## src/rtl/cesd_pkg.sv

```systemverilog
package cesd_pkg;

  localparam logic [2:0] ModePlain = 3'd0;
  localparam logic [2:0] ModeEsc   = 3'd1;
  localparam logic [2:0] ModeHex   = 3'd2;
  localparam logic [2:0] ModeOct   = 3'd3;
  localparam logic [2:0] ModeDrop  = 3'd4;

  localparam logic [7:0] CharBackslash = 8'h5C;
  localparam logic [7:0] CharX         = 8'h78;
  localparam logic [7:0] CharZero      = 8'h30;
  localparam logic [7:0] CharSeven     = 8'h37;

  localparam int unsigned QueueDepth = 4;
  localparam int unsigned QueueAw    = $clog2(QueueDepth);

  typedef struct packed {
    logic [7:0] out_byte;
    logic       run_last;
    logic       string_done;
    logic       bad_escape;
  } res_t;

  typedef struct packed {
    logic [1:0] cnt;
    res_t       r0;
    res_t       r1;
  } res_pair_t;

  // {valid, character}
  function automatic logic [8:0] single_escape(input logic [7:0] c);
    logic [8:0] r;
    case (c)
      8'h61:   r = {1'b1, 8'd7};
      8'h62:   r = {1'b1, 8'd8};
      8'h66:   r = {1'b1, 8'd12};
      8'h6E:   r = {1'b1, 8'd10};
      8'h72:   r = {1'b1, 8'd13};
      8'h74:   r = {1'b1, 8'd9};
      8'h76:   r = {1'b1, 8'd11};
      8'h22:   r = {1'b1, 8'd34};
      8'h27:   r = {1'b1, 8'd39};
      8'h5C:   r = {1'b1, 8'd92};
      default: r = 9'd0;
    endcase
    return r;
  endfunction

  // {valid, nibble}
  function automatic logic [4:0] hex_val(input logic [7:0] c);
    logic [4:0] r;
    r = 5'd0;
    if (c inside {[8'h30:8'h39]}) begin
      r = {1'b1, c[3:0]};
    end else if (c inside {[8'h61:8'h66], [8'h41:8'h46]}) begin
      r = {1'b1, c[3:0] + 4'd9};
    end
    return r;
  endfunction

endpackage

```

## src/rtl/cesd_decode.sv

```systemverilog
module cesd_decode import cesd_pkg::*; (
  input  logic       clk_i,
  input  logic       rst_ni,
  input  logic       accept_i,
  input  logic [7:0] in_byte_i,
  input  logic       end_of_string_i,
  output res_pair_t  pair_o
);

  logic [2:0] mode_q, mode_d;
  logic [8:0] pv_q, pv_d;
  logic [1:0] dc_q, dc_d;

  logic [8:0] esc;
  logic [4:0] hv;
  logic [8:0] pv_hex, pv_oct;
  logic [1:0] dc_inc;
  logic       is_oct;
  logic       first_v;
  logic [7:0] first_b;
  logic       first_bad;
  logic       do_plain;
  logic       plain_v;
  logic       err;
  logic       done;

  assign esc    = single_escape(in_byte_i);
  assign hv     = hex_val(in_byte_i);
  assign is_oct = (in_byte_i >= CharZero) && (in_byte_i <= CharSeven);
  assign pv_hex = {pv_q[4:0], hv[3:0]};
  assign pv_oct = {pv_q[5:0], in_byte_i[2:0]};
  assign dc_inc = dc_q + 2'd1;

  always_comb begin
    mode_d    = mode_q;
    pv_d      = pv_q;
    dc_d      = dc_q;
    first_v   = 1'b0;
    first_b   = 8'd0;
    first_bad = 1'b0;
    do_plain  = 1'b0;
    err       = 1'b0;
    case (mode_q)
      ModeEsc: begin
        mode_d = ModePlain;
        if (esc[8]) begin
          first_v = 1'b1;
          first_b = esc[7:0];
        end else if (in_byte_i == CharX) begin
          if (end_of_string_i) begin
            first_v   = 1'b1;
            first_bad = 1'b1;
            err       = 1'b1;
          end else begin
            mode_d = ModeHex;
            pv_d   = 9'd0;
            dc_d   = 2'd0;
          end
        end else if (is_oct) begin
          pv_d = {6'd0, in_byte_i[2:0]};
          dc_d = 2'd1;
          if (end_of_string_i) begin
            first_v = 1'b1;
            first_b = {5'd0, in_byte_i[2:0]};
          end else begin
            mode_d = ModeOct;
          end
        end else begin
          first_v  = 1'b1;
          first_b  = CharBackslash;
          do_plain = 1'b1;
        end
      end
      ModeHex: begin
        if (hv[4]) begin
          pv_d = pv_hex;
          dc_d = dc_inc;
          if (dc_inc >= 2'd2 || end_of_string_i) begin
            first_v = 1'b1;
            first_b = pv_hex[7:0];
            mode_d  = ModePlain;
          end
        end else if (dc_q == 2'd0) begin
          first_v   = 1'b1;
          first_bad = 1'b1;
          err       = 1'b1;
          mode_d    = end_of_string_i ? ModePlain : ModeDrop;
        end else begin
          first_v  = 1'b1;
          first_b  = pv_q[7:0];
          do_plain = 1'b1;
        end
      end
      ModeOct: begin
        if (is_oct) begin
          pv_d = pv_oct;
          dc_d = dc_inc;
          if (dc_inc == 2'd3 || end_of_string_i) begin
            first_v = 1'b1;
            first_b = pv_oct[7:0];
            mode_d  = ModePlain;
          end
        end else begin
          first_v  = 1'b1;
          first_b  = pv_q[7:0];
          do_plain = 1'b1;
        end
      end
      ModeDrop: begin
        if (end_of_string_i) begin
          mode_d = ModePlain;
        end
      end
      default: begin
        do_plain = 1'b1;
      end
    endcase

    plain_v = 1'b0;
    if (do_plain) begin
      if (in_byte_i == CharBackslash && !end_of_string_i) begin
        mode_d = ModeEsc;
      end else begin
        mode_d  = ModePlain;
        plain_v = 1'b1;
      end
    end

    if (end_of_string_i && mode_d != ModeDrop) begin
      mode_d = ModePlain;
    end
  end

  assign done = end_of_string_i || err;

  always_comb begin
    pair_o = '0;
    if (first_v && plain_v) begin
      pair_o.cnt            = 2'd2;
      pair_o.r0.out_byte    = first_b;
      pair_o.r0.bad_escape  = first_bad;
      pair_o.r1.out_byte    = in_byte_i;
      pair_o.r1.run_last    = 1'b1;
      pair_o.r1.string_done = done;
    end else if (first_v || plain_v) begin
      pair_o.cnt            = 2'd1;
      pair_o.r0.out_byte    = first_v ? first_b : in_byte_i;
      pair_o.r0.bad_escape  = first_v & first_bad;
      pair_o.r0.run_last    = 1'b1;
      pair_o.r0.string_done = done;
    end
  end

  always_ff @(posedge clk_i or negedge rst_ni) begin
    if (!rst_ni) begin
      mode_q <= ModePlain;
      pv_q   <= 9'd0;
      dc_q   <= 2'd0;
    end else if (accept_i) begin
      mode_q <= mode_d;
      pv_q   <= pv_d;
      dc_q   <= dc_d;
    end
  end

endmodule

```

## src/rtl/cesd_outq.sv

```systemverilog
module cesd_outq import cesd_pkg::*; (
  input  logic      clk_i,
  input  logic      rst_ni,
  input  logic      push_i,
  input  res_pair_t pair_i,
  output logic      room_o,
  output logic      out_valid_o,
  input  logic      out_ready_i,
  output res_t      head_o
);

  res_t               mem_q [QueueDepth];
  logic [QueueAw-1:0] head_q, tail_q, tail_d;
  logic [QueueAw:0]   count_q, count_d;
  logic [1:0]         n_push;
  logic               pop;

  assign n_push      = push_i ? pair_i.cnt : 2'd0;
  assign pop         = out_valid_o && out_ready_i;
  assign out_valid_o = (count_q != '0);
  assign head_o      = mem_q[head_q];
  // room for a two-result item
  assign room_o      = (count_q <= (QueueAw+1)'(QueueDepth - 2));
  assign tail_d      = tail_q + QueueAw'(n_push);
  assign count_d     = count_q + (QueueAw+1)'(n_push) - (QueueAw+1)'(pop);

  always_ff @(posedge clk_i) begin
    if (n_push != 2'd0) begin
      mem_q[tail_q] <= pair_i.r0;
    end
    if (n_push == 2'd2) begin
      mem_q[tail_q + QueueAw'(1)] <= pair_i.r1;
    end
  end

  always_ff @(posedge clk_i or negedge rst_ni) begin
    if (!rst_ni) begin
      head_q  <= '0;
      tail_q  <= '0;
      count_q <= '0;
    end else begin
      tail_q  <= tail_d;
      count_q <= count_d;
      if (pop) begin
        head_q <= head_q + QueueAw'(1);
      end
    end
  end

endmodule

```

## src/rtl/c_escape_sequence_decoder.sv

```systemverilog
// C-style string unescaper. Takes one byte per cycle (in_valid_i/in_ready_o) and decodes
// single-letter escapes, \x with one or two hex digits and octal escapes of up to three
// digits; each input byte yields zero, one or two result bytes. A byte is decoded in the
// cycle it is accepted and its results are written to a four-entry result queue that
// feeds the output. Input rate is one byte per cycle while the queue has room for
// two results; bytes that produce two results (an unknown escape, or a hex or octal
// escape cut short by a plain byte) fill two queue entries, so a long run of them
// stalls the input. A \x with no hex digit gives one result with bad_escape_o and
// string_done_o set, and the remaining bytes of that string produce nothing.
module c_escape_sequence_decoder import cesd_pkg::*; (
  input  logic       clk_i,
  input  logic       rst_ni,
  input  logic       in_valid_i,
  output logic       in_ready_o,
  input  logic [7:0] in_byte_i,
  input  logic       end_of_string_i,
  output logic       out_valid_o,
  input  logic       out_ready_i,
  output logic [7:0] out_byte_o,
  output logic       run_last_o,
  output logic       string_done_o,
  output logic       bad_escape_o
);

  logic      accept;
  res_pair_t pair;
  res_t      head;

  assign accept = in_valid_i && in_ready_o;

  cesd_decode u_decode (
    .clk_i          (clk_i),
    .rst_ni         (rst_ni),
    .accept_i       (accept),
    .in_byte_i      (in_byte_i),
    .end_of_string_i(end_of_string_i),
    .pair_o         (pair)
  );

  cesd_outq u_outq (
    .clk_i      (clk_i),
    .rst_ni     (rst_ni),
    .push_i     (accept),
    .pair_i     (pair),
    .room_o     (in_ready_o),
    .out_valid_o(out_valid_o),
    .out_ready_i(out_ready_i),
    .head_o     (head)
  );

  assign out_byte_o    = head.out_byte;
  assign run_last_o    = head.run_last;
  assign string_done_o = head.string_done;
  assign bad_escape_o  = head.bad_escape;

endmodule

```

## config.mk

```make
export PLATFORM = sky130hd
export DESIGN_NAME = c_escape_sequence_decoder
export DESIGN_NICKNAME = d
export VERILOG_FILES = /design/src/rtl/cesd_pkg.sv /design/src/rtl/cesd_decode.sv /design/src/rtl/cesd_outq.sv /design/src/rtl/c_escape_sequence_decoder.sv
export SDC_FILE = /design/constraint.sdc
export NUM_CORES = 1
export LEC_CHECK = 0
export BUFFER_PORTS_ARGS = -buffer_cell sky130_fd_sc_hd__buf_2
export CAP_MARGIN = 5
export CORE_ASPECT_RATIO = 1.4
export CORE_UTILIZATION = 40
export DETAILED_ROUTE_END_ITERATION = 6
export PLACE_DENSITY = 0.62
export SYNTH_ARGS = -nofsm -noshare
export SYNTH_HDL_FRONTEND = slang
export SYNTH_SLANG_ARGS = --single-unit
```

## constraint.sdc

```tcl
create_clock -name clk_i -period 7.2 [get_ports clk_i]
set_input_delay 1.44 -clock clk_i [delete_from_list [all_inputs] [get_ports clk_i]]
set_output_delay 1.44 -clock clk_i [all_outputs]
set_load 0.005 [all_outputs]
```

==> results.txt <==
----------------------------------------------------
[Floorplanning]
  Starting density of the core ... 40.8%
  Floorplan core area ... 0.0108 mm²
  Die W ... 90.8 µm
  Std-Cell Rows ... 45
  Top-level I/O count ... 26
  Area of the die ... 0.0115 mm²
  Y dimension of the die ... 126 µm

[Placement]
  Setup WS pre-CTS ... 1420 ps
  Routability-driven placement congestion ratio ... 0.951
  Port buffer count ... 25
  Area post-placement ... 0.00461 mm²
  Placed Cells incl. Taps ... 583
  Dpl hpwl ... 8.34 mm

[Synth]
  Number of distinct standard cells referenced by the synthesized netlist ... 72
  Synthesized-area fraction occupied by xor and xnor cells ... 1.19%
  Instance count of the mapped netlist ... 442
  Main combinational cell family by area after synthesis ... compound AO/OA/AOI/OAI gates
  Area fraction in compound gates after synthesis ... 21.1%
  Syn Nets ... 468
  Per-instance average area after synthesis ... 9.99 µm²
  Fraction of the mapped netlist area in adder cells ... 3.85%
  EDFF count, synth ... 40
  Biggest area consumer among synthesized cells ... sky130_fd_sc_hd__edfxtp_1
  Cell with the most instances after synthesis ... sky130_fd_sc_hd__edfxtp_1
  Simple-gate portion of the synthesized area ... 19.8%
  Number of flip-flops and latches in the synthesized netlist ... 64
  Area of the mapped netlist ... 0.00441 mm²
  Area share of the leading cell type in the synthesized netlist ... 27.2%
  Portion of the post-synthesis area used by sequential elements ... 40.4%
  Main flop type after synthesis ... sky130_fd_sc_hd__edfxtp_1
  Count of warnings emitted by yosys ... 0
  Fraction of synthesis flops using an asynchronous set or reset pin ... 31.3%
  Most used standard cells in the synthesized netlist ... sky130_fd_sc_hd__edfxtp_1 (40), sky130_fd_sc_hd__nor2_1 (37), sky130_fd_sc_hd__a21oi_1 (29), sky130_fd_sc_hd__nand2_1 (29), sky130_fd_sc_hd__o21ai_0 (21)
  Main area contributors after synthesis ... sky130_fd_sc_hd__edfxtp_1 (27%), sky130_fd_sc_hd__dfrtp_1 (11%), sky130_fd_sc_hd__mux4_2 (5.6%)
  Share of cell area taken by muxes after synthesis ... 9.50%

[Setup path]
  Startpoint class of the critical path ... primary input
  Data arrival time of the worst path ... 5510 ps
  Timing startpoint of the critical path ... in_byte_i[1]
  Worst setup EP type ... register
  Critical path fanouts, max ... 13
  Register-to-register path setup slack ... 3000 ps
  FF-to-FF End ... u_outq.mem_q[3][10]
  End point of the critical path ... u_outq.mem_q[3][10]
  Cell count of the worst reg-to-reg path ... 11
  Path type of the worst setup path ... in -> reg
  Worst reg2reg startpoint ... u_decode.mode_q[0]
  Data required time at the worst endpoint ... 7150 ps

[Power]
  Final Power ... 1.48 mW
  Pwr per Cell Area ... 301 mW/mm²
  Leakage Power ... 1.75 nW
  Peak ir drop on the vdd network ... 0.135 mV

[Timing]
  Ratio of final minimum period to clock period ... 77.2%
  Setup TNS after final layout ... 0 ps
  Final setup fails ... 0
  Min cycle time layout ... 5560 ps
  Count of pins over their slew limit ... 0
  Relative slew margins ... 32.7%
  Setup ws final ... 1640 ps
  Final hold viol count ... 0
  Setup repair after global routing missed its margin ... false
  Maximum clock frequency ... 180 MHz
  Setup Skew ... 7.99 ps
  Slew of the pin with the lowest slew margin ... 1010 ps

[Global routing]
  First-pass GRT wire length ... 17.9 mm
  Remaining global-route overflow ... 0
  Initial antenna violation count ... 0
  Number of global-route vias before repair ... 3,487
  Pin count of the biggest net entering global routing ... 23
  Overall Global Routing Usage ... 19.9%

[Clock network]
  Total CTS buffers ... 9
  CTS tree ... yes
  Post-CTS resize count ... 0
  Clock sink count ... 64
  Register clock-pin slew on the reported worst setup and hold paths ... 50 ps
  Root buf cell ... sky130_fd_sc_hd__clkbuf_16
  Number of buffers inserted for hold repair after clock tree synthesis ... 0
  Clock insertion delay at the later pin of the skew report ... 340 ps
  Postcts setup bufs ... 0
  Number of levels the H-tree was split into ... 3
  Number of buffers on the longest clock path ... 2

[Detailed routing]
  DR vias ... 3,571
  Routed met2 length ... 5.75 mm
  Number of iterations in the first detailed-routing pass ... 5
  Total length of routed wires ... 10.9 mm
  Detailed-route vias per instance ... 5.96
  DRT met1 WL ... 4.34 mm
  DRC viols ... 0
  Top routing layer in use ... met4
  Final routed wire length divided by cell count ... 18.2 µm
  Antenna Violating Nets Remaining ... 0
  Wire length on met3 ... 366 µm
  DRT iter0 DRCs ... 194

[Final layout]
  Inserted Diodes ... 0
  Finished Layout Cells ... 599
  Area added between synthesis and finish ... 11.2%
  Post-Layout Inst Area ... 0.00491 mm²
  Fraction of layout cells with a size suffix above 1 ... 16.2%
  Fill cell total of the finished layout ... 1,038
  Net count, final ... 479

[Job]
  Max-cap violations ... 0

[Hold path]
  Path category of the worst min-delay check ... reg -> reg

[Status]
  Run status ... complete, no violations

----------------------------------------------------
==> metal layers <==
| metal | up-vias | track usage [%] |
|---|---|---|
| met4 | 0 | 11.8 |
| li1 | 1721 | - |
| met1 | 1713 | 22.0 |
| met5 | - | 0 |
| met2 | 101 | 35.7 |
| met3 | 36 | 3.30 |
==> area by class of cell <==
type                            count  area [µm²]  area share, %
Clock buffer                        9         225           4.59
Clock inverter                      7        71.3           1.45
Inverter                           18        67.6           1.38
Multi-Input combinational cell    333        2450           49.8
Sequential cell                    64        1780           36.3
Tap cell                          141         176           3.59
Timing Repair Buffer               27         140           2.85
==> layout by cell type, fill, tap and decap left out, types with 3 or more instances in the layout <==
cell type | synthesis | routed
sky130_fd_sc_hd__edfxtp_1 | 40 | 40
sky130_fd_sc_hd__xor2_1 | 3 | 3
sky130_fd_sc_hd__mux2_2 | 8 | 8
sky130_fd_sc_hd__nor3b_1 | 7 | 7
sky130_fd_sc_hd__clkbuf_16 | 0 | 9
sky130_fd_sc_hd__a31oi_1 | 6 | 6
sky130_fd_sc_hd__or3_1 | 4 | 4
sky130_fd_sc_hd__nor2_1 | 37 | 37
sky130_fd_sc_hd__buf_2 | 7 | 25
sky130_fd_sc_hd__nand3b_1 | 3 | 3
sky130_fd_sc_hd__or2_1 | 3 | 3
sky130_fd_sc_hd__and3_1 | 13 | 13
sky130_fd_sc_hd__a22o_1 | 17 | 17
sky130_fd_sc_hd__a211oi_1 | 4 | 4
sky130_fd_sc_hd__nand3_1 | 16 | 16
sky130_fd_sc_hd__or2_2 | 3 | 3
sky130_fd_sc_hd__nor2b_1 | 5 | 5
sky130_fd_sc_hd__inv_1 | 18 | 18
sky130_fd_sc_hd__mux2i_1 | 7 | 7
sky130_fd_sc_hd__o21ai_1 | 5 | 5
sky130_fd_sc_hd__dfxtp_1 | 4 | 4
sky130_fd_sc_hd__mux4_2 | 11 | 11
sky130_fd_sc_hd__o21ai_0 | 21 | 21
sky130_fd_sc_hd__o2bb2ai_1 | 19 | 19
sky130_fd_sc_hd__nand2b_1 | 7 | 7
sky130_fd_sc_hd__and2_1 | 3 | 3
sky130_fd_sc_hd__clkinvlp_4 | 0 | 3
sky130_fd_sc_hd__dfrtp_1 | 20 | 20
sky130_fd_sc_hd__ha_1 | 12 | 12
sky130_fd_sc_hd__o31ai_1 | 3 | 3
sky130_fd_sc_hd__nor4_1 | 4 | 4
sky130_fd_sc_hd__a21oi_1 | 29 | 29
sky130_fd_sc_hd__xnor2_1 | 3 | 3
sky130_fd_sc_hd__nor3_1 | 7 | 7
sky130_fd_sc_hd__nand2_1 | 29 | 29
==> registers in the layout, summed over array words and instances, names as in the netlist <==
signal           flops
u_outq.count_q       3
u_outq.tail_q        2
u_outq.head_q        2
u_decode.mode_q      3
u_decode.pv_q        8
u_outq.mem_q        44
u_decode.dc_q        2
==> power breakdown <==
group,total (mW),switching (mW),internal (mW)
sequential,0.564,0.104,0.460
clock,0.433,0.166,0.267
combinational,0.479,0.261,0.218
==> worst min path at each step <==
stage	from	to	slack, ps	depth (start not counted)
4_1_cts	u_outq.count_q[2]	u_outq.count_q[2]	490	1
3_3_place_gp	u_outq.count_q[2]	u_outq.count_q[2]	480	1
3_5_place_dp	u_outq.count_q[2]	u_outq.count_q[2]	480	1
6_report	u_outq.count_q[2]	u_outq.count_q[2]	490	1
2_1_floorplan	u_outq.mem_q[3][0]	u_outq.mem_q[3][0]	440	2
5_1_grt	u_outq.count_q[2]	u_outq.count_q[2]	530	1
==> worst max-delay path, stage by stage <==
cell                        delay [ps]
sky130_fd_sc_hd__buf_2             240
sky130_fd_sc_hd__ha_1              280
sky130_fd_sc_hd__nand3b_1           90
sky130_fd_sc_hd__a2111oi_0         830
sky130_fd_sc_hd__nand2b_1          220
sky130_fd_sc_hd__nand2b_1          170
sky130_fd_sc_hd__o21ai_1           150
sky130_fd_sc_hd__o21ai_0           160
sky130_fd_sc_hd__inv_1              80
sky130_fd_sc_hd__ha_1              470
sky130_fd_sc_hd__nor2_1             90
sky130_fd_sc_hd__nor2_1            260
sky130_fd_sc_hd__nand2_1           180
sky130_fd_sc_hd__a21oi_1           860
==> cells by family (layout without fill, tap and decap cells) <==
family	Yosys count	after routing
simple gates	156	156
compound gates	131	131
flops	64	64
buf+inv	45	61
mux	27	27
fa+ha+maj	13	13
xor+xnor	6	6
==> through the flow <==
step	hold slack [ps]	utilization, %
floorplan	443	-
global placement	479	42.7
detailed placement	483	42.7
CTS	495	45.4
global route	532	45.4
finish	490	45.4
(Power assumes the default switching activity.)
